[src/design/pwmc_pkg.sv]
// ----------------------------------------------------------------------------
// pwmc_pkg
// Shared types and constants for the PWM period and pulse calculator.
// ----------------------------------------------------------------------------
package pwmc_pkg;

  localparam int FREQ_W   = 16;
  localparam int WIDTH_W  = 16;
  localparam int CHAN_W   = 2;
  localparam int PSC_W    = 9;
  localparam int RELOAD_W = 16;
  localparam int CMP_W    = 21;
  localparam int CLK_W    = 27;
  localparam int SHIFT_W  = 4;
  localparam int REG_W    = 2;

  // Configuration register indexes
  localparam logic [REG_W-1:0] REG_MAX_FREQ  = 2'd0;
  localparam logic [REG_W-1:0] REG_MAX_WIDTH = 2'd1;
  localparam logic [REG_W-1:0] REG_CLOCK     = 2'd2;

  // Channel select codes
  localparam logic [CHAN_W-1:0] CHAN_ONE = 2'd0;
  localparam logic [CHAN_W-1:0] CHAN_TWO = 2'd1;

  typedef struct packed {
    logic [FREQ_W-1:0]  frequency_hz;
    logic [WIDTH_W-1:0] pulse_width_us;
    logic [CHAN_W-1:0]  channel_select;
  } pwmc_in_t;

  typedef struct packed {
    logic                write_period;
    logic [PSC_W-1:0]    prescaler_value;
    logic [RELOAD_W-1:0] reload_value;
    logic [CMP_W-1:0]    compare_one;
    logic                write_compare_two;
    logic [CMP_W-1:0]    compare_two;
  } pwmc_out_t;

  // Request fields that ride alongside the reload divider
  typedef struct packed {
    logic              off;
    logic [CHAN_W-1:0] chan;
    logic [PSC_W-1:0]  psc;
    logic [CMP_W-1:0]  cmp;
  } pwmc_side_t;

endpackage

[src/design/pwmc_div.sv]
// ----------------------------------------------------------------------------
// pwmc_div
// Pipelined restoring divider, one quotient bit per stage, with sideband.
// ----------------------------------------------------------------------------
module pwmc_div import pwmc_pkg::*; (
  input  logic                clk,
  input  logic                rst_n,
  input  logic                in_valid,
  output logic                in_ready,
  input  logic [CLK_W-1:0]    in_dividend,
  input  logic [FREQ_W-1:0]   in_divisor,
  input  pwmc_side_t          in_side,
  output logic                out_valid,
  input  logic                out_ready,
  output logic [RELOAD_W-1:0] out_quotient,
  output pwmc_side_t          out_side
);

  localparam int NSTG = CLK_W + 1;

  logic              v_r    [NSTG];
  logic [FREQ_W-1:0] rem_r  [NSTG];
  logic [FREQ_W-1:0] den_r  [NSTG];
  logic [CLK_W-1:0]  num_r  [NSTG];
  pwmc_side_t        side_r [NSTG];
  logic              rdy    [NSTG];

  logic [FREQ_W:0]   trial   [NSTG-1];
  logic              ge      [NSTG-1];
  logic [FREQ_W-1:0] rem_nxt [NSTG-1];
  logic [CLK_W-1:0]  num_nxt [NSTG-1];

  // One quotient bit per stage: shift in the next dividend bit, try subtract
  always_comb begin
    for (int s = 0; s < NSTG - 1; s++) begin
      trial[s]   = {rem_r[s], num_r[s][CLK_W-1]};
      ge[s]      = (trial[s] >= {1'b0, den_r[s]});
      rem_nxt[s] = ge[s] ? FREQ_W'(trial[s] - {1'b0, den_r[s]}) : trial[s][FREQ_W-1:0];
      num_nxt[s] = {num_r[s][CLK_W-2:0], ge[s]};
    end
  end

  // Stage advances when empty or when the next stage moves
  always_comb begin
    rdy[NSTG-1] = !v_r[NSTG-1] || out_ready;
    for (int s = NSTG - 2; s >= 0; s--) begin
      rdy[s] = !v_r[s] || rdy[s+1];
    end
  end

  always_ff @(posedge clk) begin
    if (!rst_n) begin
      for (int s = 0; s < NSTG; s++) begin
        v_r[s] <= 1'b0;
      end
    end else begin
      if (rdy[0]) begin
        v_r[0] <= in_valid;
      end
      for (int s = 1; s < NSTG; s++) begin
        if (rdy[s]) begin
          v_r[s] <= v_r[s-1];
        end
      end
    end
  end

  always_ff @(posedge clk) begin
    if (rdy[0] && in_valid) begin
      rem_r[0]  <= '0;
      num_r[0]  <= in_dividend;
      den_r[0]  <= in_divisor;
      side_r[0] <= in_side;
    end
    for (int s = 1; s < NSTG; s++) begin
      if (rdy[s] && v_r[s-1]) begin
        rem_r[s]  <= rem_nxt[s-1];
        num_r[s]  <= num_nxt[s-1];
        den_r[s]  <= den_r[s-1];
        side_r[s] <= side_r[s-1];
      end
    end
  end

  assign in_ready     = rdy[0];
  assign out_valid    = v_r[NSTG-1];
  assign out_quotient = num_r[NSTG-1][RELOAD_W-1:0];
  assign out_side     = side_r[NSTG-1];

endmodule

[src/design/pwm_period_and_pulse_calculator.sv]
// ----------------------------------------------------------------------------
// pwm_period_and_pulse_calculator
// Turns a frequency / pulse width / channel request into PWM timer settings.
// ----------------------------------------------------------------------------
//
//  Channel   Ports                              Moves
//  -------   ---------------------------------  ------------------------------
//  in        in_valid, in_ready, in_data        one request (pwmc_in_t)
//  out       out_valid, out_ready, out_data     one result per request
//  cfg       cfg_we, cfg_index, cfg_wdata       register write, no wait
//
//  A new request can be taken every clock unless a stall on out has backed
//  up to the front stage. Its result shows on out_data after the request
//  passes 30 registers: one front stage (clamps), 28 divider stages (a load
//  stage, then one quotient bit per stage for the 27-bit reload division)
//  and one output register. Reset (rst_n low at a clock edge) empties every
//  stage and loads the register defaults. A stall on out backs up stage by
//  stage; empty stages keep filling, so nothing is dropped or repeated.
//
module pwm_period_and_pulse_calculator import pwmc_pkg::*; (
  input  logic             clk,
  input  logic             rst_n,
  input  logic             in_valid,
  output logic             in_ready,
  input  pwmc_in_t         in_data,
  output logic             out_valid,
  input  logic             out_ready,
  output pwmc_out_t        out_data,
  input  logic             cfg_we,
  input  logic [REG_W-1:0] cfg_index,
  input  logic [CLK_W-1:0] cfg_wdata
);

  // --------------------------------------------------------------------------
  // Configuration registers
  // --------------------------------------------------------------------------
  logic [FREQ_W-1:0]  max_freq_r;
  logic [WIDTH_W-1:0] max_width_r;
  logic [CLK_W-1:0]   clock_hz_r;

  always_ff @(posedge clk) begin
    if (!rst_n) begin
      max_freq_r  <= FREQ_W'(1000);
      max_width_r <= WIDTH_W'(200);
      clock_hz_r  <= CLK_W'(32000000);
    end else if (cfg_we) begin
      case (cfg_index)
        REG_MAX_FREQ:  max_freq_r  <= cfg_wdata[FREQ_W-1:0];
        REG_MAX_WIDTH: max_width_r <= cfg_wdata[WIDTH_W-1:0];
        REG_CLOCK:     clock_hz_r  <= cfg_wdata;
        default: ;  // drop writes beyond the register list
      endcase
    end
  end

  // --------------------------------------------------------------------------
  // Front stage: off detect, frequency clamp, upper width clamp
  // --------------------------------------------------------------------------
  logic               a_v_r;
  logic               a_off_r;
  logic [FREQ_W-1:0]  a_freq_r;
  logic [WIDTH_W-1:0] a_width_r;
  logic [CHAN_W-1:0]  a_chan_r;

  logic               a_off_nxt;
  logic [FREQ_W-1:0]  fmax;
  logic [FREQ_W-1:0]  a_freq_nxt;
  logic [WIDTH_W-1:0] a_width_nxt;
  logic               a_ready;
  logic               div_in_ready;

  always_comb begin
    a_off_nxt   = (in_data.frequency_hz == '0) || (in_data.pulse_width_us == '0);
    // A zero limit acts as one so the divisor never reaches zero
    fmax        = (max_freq_r == '0) ? FREQ_W'(1) : max_freq_r;
    a_freq_nxt  = (in_data.frequency_hz > fmax) ? fmax : in_data.frequency_hz;
    a_width_nxt = (in_data.pulse_width_us > max_width_r) ? max_width_r
                                                         : in_data.pulse_width_us;
  end

  assign a_ready  = !a_v_r || div_in_ready;
  assign in_ready = a_ready;

  always_ff @(posedge clk) begin
    if (!rst_n) begin
      a_v_r <= 1'b0;
    end else if (a_ready) begin
      a_v_r <= in_valid;
    end
  end

  always_ff @(posedge clk) begin
    if (a_ready && in_valid) begin
      a_off_r   <= a_off_nxt;
      a_freq_r  <= a_freq_nxt;
      a_width_r <= a_width_nxt;
      a_chan_r  <= in_data.channel_select;
    end
  end

  // --------------------------------------------------------------------------
  // Prescaler band, lower width clamp, compare, divider operands
  // Prescaler is 2^k - 1, so the reload is (clock >> k) / freq and the
  // compare is (width * 32) >> k, both exact.
  // --------------------------------------------------------------------------
  logic [SHIFT_W-1:0] shift;
  logic [PSC_W-1:0]   psc;
  logic [WIDTH_W-1:0] wmin;
  logic [WIDTH_W-1:0] width;
  logic [CMP_W-1:0]   cmp;
  logic [CLK_W-1:0]   dividend;
  pwmc_side_t         div_side_in;

  always_comb begin
    if      (a_freq_r == FREQ_W'(1))   shift = SHIFT_W'(9);
    else if (a_freq_r <= FREQ_W'(3))   shift = SHIFT_W'(8);
    else if (a_freq_r <= FREQ_W'(7))   shift = SHIFT_W'(7);
    else if (a_freq_r <= FREQ_W'(15))  shift = SHIFT_W'(6);
    else if (a_freq_r <= FREQ_W'(32))  shift = SHIFT_W'(5);
    else if (a_freq_r <= FREQ_W'(63))  shift = SHIFT_W'(4);
    else if (a_freq_r <= FREQ_W'(127)) shift = SHIFT_W'(3);
    else if (a_freq_r <= FREQ_W'(255)) shift = SHIFT_W'(2);
    else if (a_freq_r <= FREQ_W'(511)) shift = SHIFT_W'(1);
    else                               shift = SHIFT_W'(0);

    psc = PSC_W'((10'd1 << shift) - 10'd1);

    // Minimum width is 16/freq, floored at 5
    if      (a_freq_r == FREQ_W'(1)) wmin = WIDTH_W'(16);
    else if (a_freq_r == FREQ_W'(2)) wmin = WIDTH_W'(8);
    else                             wmin = WIDTH_W'(5);

    width    = (a_width_r < wmin) ? wmin : a_width_r;
    cmp      = {width, 5'b0} >> shift;
    dividend = clock_hz_r >> shift;

    div_side_in.off  = a_off_r;
    div_side_in.chan = a_chan_r;
    div_side_in.psc  = psc;
    div_side_in.cmp  = cmp;
  end

  // --------------------------------------------------------------------------
  // Reload divider
  // --------------------------------------------------------------------------
  logic                div_out_valid;
  logic                div_out_ready;
  logic [RELOAD_W-1:0] div_quot;
  pwmc_side_t          div_side_out;

  pwmc_div u_div (
    .clk          (clk),
    .rst_n        (rst_n),
    .in_valid     (a_v_r),
    .in_ready     (div_in_ready),
    .in_dividend  (dividend),
    .in_divisor   (a_freq_r),
    .in_side      (div_side_in),
    .out_valid    (div_out_valid),
    .out_ready    (div_out_ready),
    .out_quotient (div_quot),
    .out_side     (div_side_out)
  );

  // --------------------------------------------------------------------------
  // Output register: channel steering and the off case
  // --------------------------------------------------------------------------
  logic      out_valid_r;
  pwmc_out_t out_data_r;
  pwmc_out_t out_data_nxt;
  logic      sel_one;
  logic      sel_two;

  always_comb begin
    sel_one = !div_side_out.off && (div_side_out.chan == CHAN_ONE);
    sel_two = !div_side_out.off && (div_side_out.chan == CHAN_TWO);
    out_data_nxt.write_period      = !div_side_out.off;
    out_data_nxt.prescaler_value   = div_side_out.off ? '0 : div_side_out.psc;
    out_data_nxt.reload_value      = div_side_out.off ? '0 : div_quot;
    out_data_nxt.compare_one       = sel_one ? div_side_out.cmp : '0;
    // Off request still writes channel two's compare, as zero
    out_data_nxt.write_compare_two = div_side_out.off || sel_two;
    out_data_nxt.compare_two       = sel_two ? div_side_out.cmp : '0;
  end

  assign div_out_ready = !out_valid_r || out_ready;

  always_ff @(posedge clk) begin
    if (!rst_n) begin
      out_valid_r <= 1'b0;
    end else if (div_out_ready) begin
      out_valid_r <= div_out_valid;
    end
  end

  always_ff @(posedge clk) begin
    if (div_out_ready && div_out_valid) begin
      out_data_r <= out_data_nxt;
    end
  end

  assign out_valid = out_valid_r;
  assign out_data  = out_data_r;

  // --------------------------------------------------------------------------
  // Assertions
  // --------------------------------------------------------------------------
`ifndef SYNTHESIS
  // An off result carries no period and zero compares
  a_off_clean : assert property (@(posedge clk) disable iff (!rst_n)
    out_valid_r && !out_data_r.write_period |->
      out_data_r.write_compare_two && (out_data_r.compare_one == '0) &&
      (out_data_r.compare_two == '0) && (out_data_r.reload_value == '0))
    else $error("off result carries nonzero settings");

  // At most one channel gets a compare value
  a_one_channel : assert property (@(posedge clk) disable iff (!rst_n)
    out_valid_r |-> (out_data_r.compare_one == '0) || (out_data_r.compare_two == '0))
    else $error("both channel compares nonzero");

  // Prescaler is always a power of two minus one
  a_psc_pow2 : assert property (@(posedge clk) disable iff (!rst_n)
    out_valid_r |->
      ((out_data_r.prescaler_value & PSC_W'(out_data_r.prescaler_value + 1'b1)) == '0))
    else $error("prescaler not a power of two minus one");

  // A request can be taken whenever the front stage sits empty
  a_front_ready : assert property (@(posedge clk) disable iff (!rst_n)
    !a_v_r |-> in_ready)
    else $error("front stage empty but request refused");
`endif

endmodule

[config.mk]
export PLATFORM = sky130hd
export DESIGN_NAME = pwm_period_and_pulse_calculator
export DESIGN_NICKNAME = d
export VERILOG_FILES = /design/src/design/pwmc_pkg.sv /design/src/design/pwmc_div.sv /design/src/design/pwm_period_and_pulse_calculator.sv
export SDC_FILE = /design/constraint.sdc
export NUM_CORES = 2
export LEC_CHECK = 0
export BUFFER_PORTS_ARGS = -buffer_cell sky130_fd_sc_hd__clkbuf_2
export CAP_MARGIN = 20
export CORE_MARGIN = 3
export CORE_UTILIZATION = 57
export CTS_CLUSTER_DIAMETER = 80
export CTS_CLUSTER_SIZE = 20
export DETAILED_ROUTE_END_ITERATION = 12
export HOLD_SLACK_MARGIN = 0.08
export PLACE_DENSITY_LB_ADDON = 0.3
export SETUP_SLACK_MARGIN = 0.2
export SLEW_MARGIN = 30
export SYNTH_ARGS = -nofsm -noshare
export SYNTH_HDL_FRONTEND = slang
export SYNTH_SLANG_ARGS = --single-unit
[constraint.sdc]
create_clock -name clk -period 9.2 [get_ports clk]
set_input_delay 1.84 -clock clk [delete_from_list [all_inputs] [get_ports clk]]
set_output_delay 1.84 -clock clk [all_outputs]
set_load 0.005 [all_outputs]
# ---- After elaboration in Yosys (flattened, before gate mapping)
# Memories as Yosys holds them, arrays and structs flattened. A register that Yosys moved wholly into a read port is not among the register bits.
# Index checks and enable logic that the tools add are counted.
dict set report word_totals {
  out_inout_bits 71
  mem_bits_rw 2604
  word_cells 435
  mem_bits_ro 0
  mem_count 5
  regBits 149
  inputBits 68
  latchBits 0
}
dict set report op_classes {
  n_reduce_logical 103
  eq_ne 5
  n_mul 0
  n_div 0
  order_cmp 38
  bitwise_logic 28
  shift 3
  add_sub_neg 28
  mux 211
}
# memory depth word_bits rd rd_ports_with_merged_regs wr line
set mem_list {}
lappend mem_list {u_div.side_r 28 33 28 0 28 pwmc_div.sv:25} ;# pwmc_side_t side_r [NSTG];
lappend mem_list {u_div.num_r 28 27 28 1 28 pwmc_div.sv:24} ;# logic [CLK_W-1:0] num_r [NSTG];
lappend mem_list {u_div.den_r 28 16 27 0 28 pwmc_div.sv:23} ;# logic [FREQ_W-1:0] den_r [NSTG];
lappend mem_list {u_div.rem_r 28 16 27 0 28 pwmc_div.sv:22} ;# logic [FREQ_W-1:0] rem_r [NSTG];
lappend mem_list {u_div.v_r 28 1 28 0 28 pwmc_div.sv:21} ;# logic v_r [NSTG];
# op count
set ops {}
lappend ops {{16-bit two-way mux} 31}
lappend ops {{17-bit by 16-bit greater-or-equal comparator with 1-bit output} 27}
lappend ops {{16-bit subtractor} 27}
lappend ops {{1-bit two-way mux} 170}
lappend ops {{16-bit zero test} 3}
lappend ops {{16-bit > comparator} 2}
lappend ops {{16-bit by 6-bit <= comparator with 1-bit output, second input constant} 2}
lappend ops {{1-bit logical AND} 32}
lappend ops {{1-bit logical OR} 32}
lappend ops {{1-bit zero test} 31}
lappend ops {{1-bit OR} 28}
lappend ops {{27-bit by 4-bit >> shifter with 27-bit output} 1}
lappend ops {{21-bit by 4-bit >> shifter with 21-bit output} 1}
lappend ops {{16-bit by 1-bit == test with 1-bit output, second input constant} 1}
lappend ops {{16-bit by 2-bit == test with 1-bit output, second input constant} 1}
lappend ops {{16-bit by 2-bit <= comparator with 1-bit output, second input constant} 1}
lappend ops {{16-bit by 3-bit <= comparator with 1-bit output, second input constant} 1}
lappend ops {{16-bit by 4-bit <= comparator with 1-bit output, second input constant} 1}
lappend ops {{16-bit by 7-bit <= comparator with 1-bit output, second input constant} 1}
lappend ops {{16-bit by 8-bit <= comparator with 1-bit output, second input constant} 1}
lappend ops {{16-bit by 9-bit <= comparator with 1-bit output, second input constant} 1}
lappend ops {{16-bit < comparator} 1}
lappend ops {{3-bit two-way mux} 4}
lappend ops {{4-bit two-way mux} 3}
lappend ops {{8 further kinds} 13}

# ---- Longest topological paths before layout
dict set report depth {
  word_depth 34
  ltp_mapped 17
  depth_no_buf 15
}

# ---- By module
# From an unflattened synthesis, not the netlist that was laid out.
dict set report hier_totals {
  hier_cells 6867
  area_unflattened_um2 104716.7
}
# module area_each_um2 cells_each instances seq_area_each_um2
set modules_own_cells {}
lappend modules_own_cells {pwmc_div 95321.4 5903 1 69476.6}
lappend modules_own_cells {pwm_period_and_pulse_calculator 9395.3 964 1 4344.2}

# ---- Worst setup path before layout
# No wires, ideal clock.
dict set report synth_path {
  kind {input-to-reg}
  start {in out_ready}
  end {mem u_div.v_r[13][0] (netlist: u_div.v_r[0][13]) (data pin)}
  path_slack_ns -0.472
  stages 8
  arrival_time_ns 9.496
  path_buffers 0
  setup_ns 0.176
  t_required_ns 9.024
  cell_sequence {and4b_2 and2_1 and3_1 and3_1 and3_1 and2_1 a21boi_0 and2_1}
}
# item line
set synth_lines {}
lappend synth_lines {{from (decl)} pwm_period_and_pulse_calculator.sv:27} ;# input logic out_ready,
lappend synth_lines {{to (decl)} pwmc_div.sv:21}

# ---- Final worst setup path
dict set report layout_path {
  start {in out_ready}
  end {out in_ready}
}
dict set report layout_via {
  elab_chain_len 30
}
# item line
set layout_rtl {}
lappend layout_rtl {{1-bit logical OR} pwm_period_and_pulse_calculator.sv:186} ;# assign div_out_ready = !out_valid_r || out_ready;
lappend layout_rtl {{1-bit logical OR} pwmc_div.sv:45} ;# rdy[NSTG-1] = !v_r[NSTG-1] || out_ready;
lappend layout_rtl {{1-bit logical OR (27 in a row)} pwmc_div.sv:47} ;# rdy[s] = !v_r[s] || rdy[s+1];
lappend layout_rtl {{1-bit logical OR} pwm_period_and_pulse_calculator.sv:81} ;# assign a_ready = !a_v_r || div_in_ready;
lappend layout_rtl {{to (decl)} pwm_period_and_pulse_calculator.sv:24} ;# output logic in_ready,
# No other way between the ends.

==> impl_metrics.csv <==
group,metric,value,unit
placed_design,dp_hpwl,137000,µm
synth,yosys-top-cells-area,"edfxtp_1 (70%), ha_1 (5.5%), inv_1 (2.2%)",
pwr,clkPwrFrac,34.3,%
flow_run,max_cap_viol_count,0,
setup_path,slowest_delay,0.49,ns
setup_path,worstPathCellList,"clkbuf_2, and4b_2, nand4_2, nor4_4, nand4_1, nor3_2, and3_1, nand3_2, clkbuf_2",
die,coreArea,180000,µm²
global_route,use_met2,36.1,%
timing,worst-slew-pin-transition,0.985,ns
synth,syn_area,104000,µm²
die,die_h,432,µm
die,dieWidth,432,µm
setup_path,crit_type,"input port to output pin",
clocking,cts.path.max_buffers,3,
timing,finalHoldViolCount,0,
pwr,internal-power,0.0155,W
drt,drc,0,
clocking,hold_buffers,0,
pwr,comb_power_share,1.4,%
pwr,power_density,172,nW/µm²
setup_path,required,7.36,ns
pwr,power_leakage,40.6,nW
timing,maxSlewHeadroom,34.4,%
hold_path,min_path_type,"flip-flop to flip-flop",
drt,vias,54300,
global_route,first_global_vias,54000,
final_layout,final_util,62.3,%
final_layout,fin_nets,7746,
drt,ant_nets,0,
clocking,cts_sinks,2479,
placed_design,portBuffers,138,
setup_path,critPathMaxFanout,6,
final_layout,final_common_cell,"edfxtp_1",
synth,syn_area_per_cell,14.8,µm²
final_layout,final_cell_mix,"edfxtp_1 (2417), inv_1 (607), ha_1 (454)",
timing,fmax,155,MHz
setup_path,arrival,4.62,ns
clocking,post_cts_buffers,0,
clocking,root_buffer,"clkbuf_16",
final_layout,drive_gt1_share,9.72,%
placed_design,dp_cells,9400,
global_route,met1_usage,24.8,%
status,status,"finished, final reports clean",
synth,synthFlopType,"edfxtp_1",
die,initial_core_util,57.7,%
global_route,grt_start_max_net_pins,109,
synth,synth_cells,6983,
timing,setup_tns,0,ns
die,io_pins,139,
synth,synth_top_cell_area_share,70.0,%
pwr,pwr-share-seq,64.3,%
synth,synth_nets,7530,
timing,drv_slew,0,
clocking,cts_buffers,150,
clocking,htreeDepth,4,
global_route,grt_pass1_wl,296000,µm
timing,post-route-period-util,70.2,%
global_route,met3_usage,2.56,%
die,rows,155,
final_layout,layout.cells.non_filler,9614,
synth,yosys_warnings,0,
global_route,grt_overflow,0,
pwr,vdd_drop_max,149,µV
pwr,p_switching,0.00370,W
drt,drt_first_pass_iters,6,
drt,wl,189000,µm
setup_path,slowest_stage,"nor4_4",
setup_path,start_kind,"input port",
timing,layout_min_cycle_time,6.46,ns
global_route,antenna_found_initial,3,
timing,rsz0062_at_grt,"no",
placed_design,gp_congestion,0.924,
drt,via_per_inst,5.65,
global_route,grt_usage,20.2,%
synth,ys_ff_latch,2479,
synth,async_reset_ff_share,0,%
synth,ys_seq_area_share,71.2,%
timing,clock_skew,0.0363,ns
pwr,swShare,19.3,%
synth,yosysUniqueCellTypes,86,
die,dieArea,187000,µm²
timing,final-setup-viol-count,0,
global_route,top_usage_layer,"met2",
drt,wl_per_cell,19.6,µm
final_layout,area_delta_synth_final,7.87,%
clocking,path_clk_slew,0.08,ns
setup_path,critPathMostFrequentCell,"clkbuf_2",
setup_path,cp-end-kind,"output pin",
synth,synth-edff-count,2417,
clocking,cts_resized,0,
drt,drtIter0Drc,3867,
clocking,insertion_delay,0.81,ns
clocking,cts_tree,"done",
synth,yosys.area.top_type,"edfxtp_1",
## sequential cells by signal (all words and copies together) (netlist names)
name          flops
a_freq_r         16
a_v_r             1
a_off_r           1
u_div.den_r     432
out_valid         1
u_div.rem_r     416
max_width_r      16
a_chan_r          2
clock_hz_r       27
max_freq_r       16
u_div.v_r        28
out_data         69
a_width_r        16
u_div.num_r     514
u_div.side_r    924
## path summary, 6_finish.rpt
| check | startpoint | depth (start not counted) | to | slack, ns |
|---|---|---|---|---|
| hold / removal | u_div.num_r[3][10] | 0 | u_div.num_r[4][11] | 0.41 |
| hold reg to reg | u_div.num_r[3][10] | 0 | u_div.num_r[4][11] | 0.41 |
| setup / recovery | out_ready | 9 | in_ready | 2.74 |
| setup reg to reg | a_freq_r[12] | 16 | u_div.side_r[0][7] | 4.43 |
## metal layers
layer | share of wire (%) | vias to the layer above
met2 | 51 | 1214
li1 | - | 26400
met4 | 4.5 | 0
met1 | 40 | 26300
met3 | 3.7 | 355
met5 | 0 | -
## worst max-delay path: cells and delay by family
kind,cells,cell delay (ns)
AND/OR/NAND/NOR,7,2.51
buffers and inverters,2,0.25
## cell usage after synthesis, drive strengths merged, types with 25 or more instances
master,n
o21ai,296
o211ai,27
mux2,171
a211oi,39
xnor2,147
a21o,105
o31a,42
nor2b,99
fa,25
nor2,368
ha,454
o22ai,25
nand2,402
nand3,93
or3,45
nor4,43
a21boi,62
a21oi,386
inv,608
buf,35
mux2i,68
a31o,38
nand4,85
or2,35
nor3,91
nand2b,77
clkbuf,90
o31ai,27
o21a,67
o21bai,27
and2,91
edfxtp,2417
and3,53
xor2,100
dfxtp,62
## power by group through the flow
| stage | Clock [W] | Combinational, W | Sequential [W] |
|---|---|---|---|
| 6_report | 0.00659 | 0.000270 | 0.0123 |
| 5_1_grt | 0.00717 | 0.000302 | 0.0123 |
| 4_1_cts | 0.00680 | 0.000271 | 0.0123 |
| 3_5_place_dp | 0 | 0.000269 | 0.0126 |
| 3_3_place_gp | 0 | 0.000263 | 0.0126 |
| 2_1_floorplan | 0 | 0.000181 | 0.0126 |
## cell type report
class                           instances  area (µm²)
Sequential cell                      2479       73800
Fill cell                           13000       67700
Multi-Input combinational cell       3771       27300
Clock buffer                          171        3900
Tap cell                             2355        2950
Inverter                              608        2280
Timing Repair Buffer                  189        1150
Clock inverter                         38         460
Antenna cell                            3        7.51
## metrics by stage
stage	power, W	cell area (µm²)	worst slack, ns	hold WS [ns]
detailed placement	0.0129	107000	2.78	0.405
floorplan	0.0127	104000	0.372	0.400
finish	0.0192	112000	2.74	0.406
global placement	0.0129	107000	2.79	0.401
CTS	0.0194	112000	2.74	0.406
global route	0.0198	112000	2.53	0.411
## logic make-up after synthesis
kind of cell               share of synthesized area (%)
AOI/OAI and AO/OA                                   8.12
xor gates and xnor gates                            2.09
adders and majority gates                           5.96
buffers and inverters                               2.82
DFF                                                 71.2
muxes                                               2.72
and+or+nand+nor                                     7.10
No activity file was read; power rests on OpenSTA's default activity.
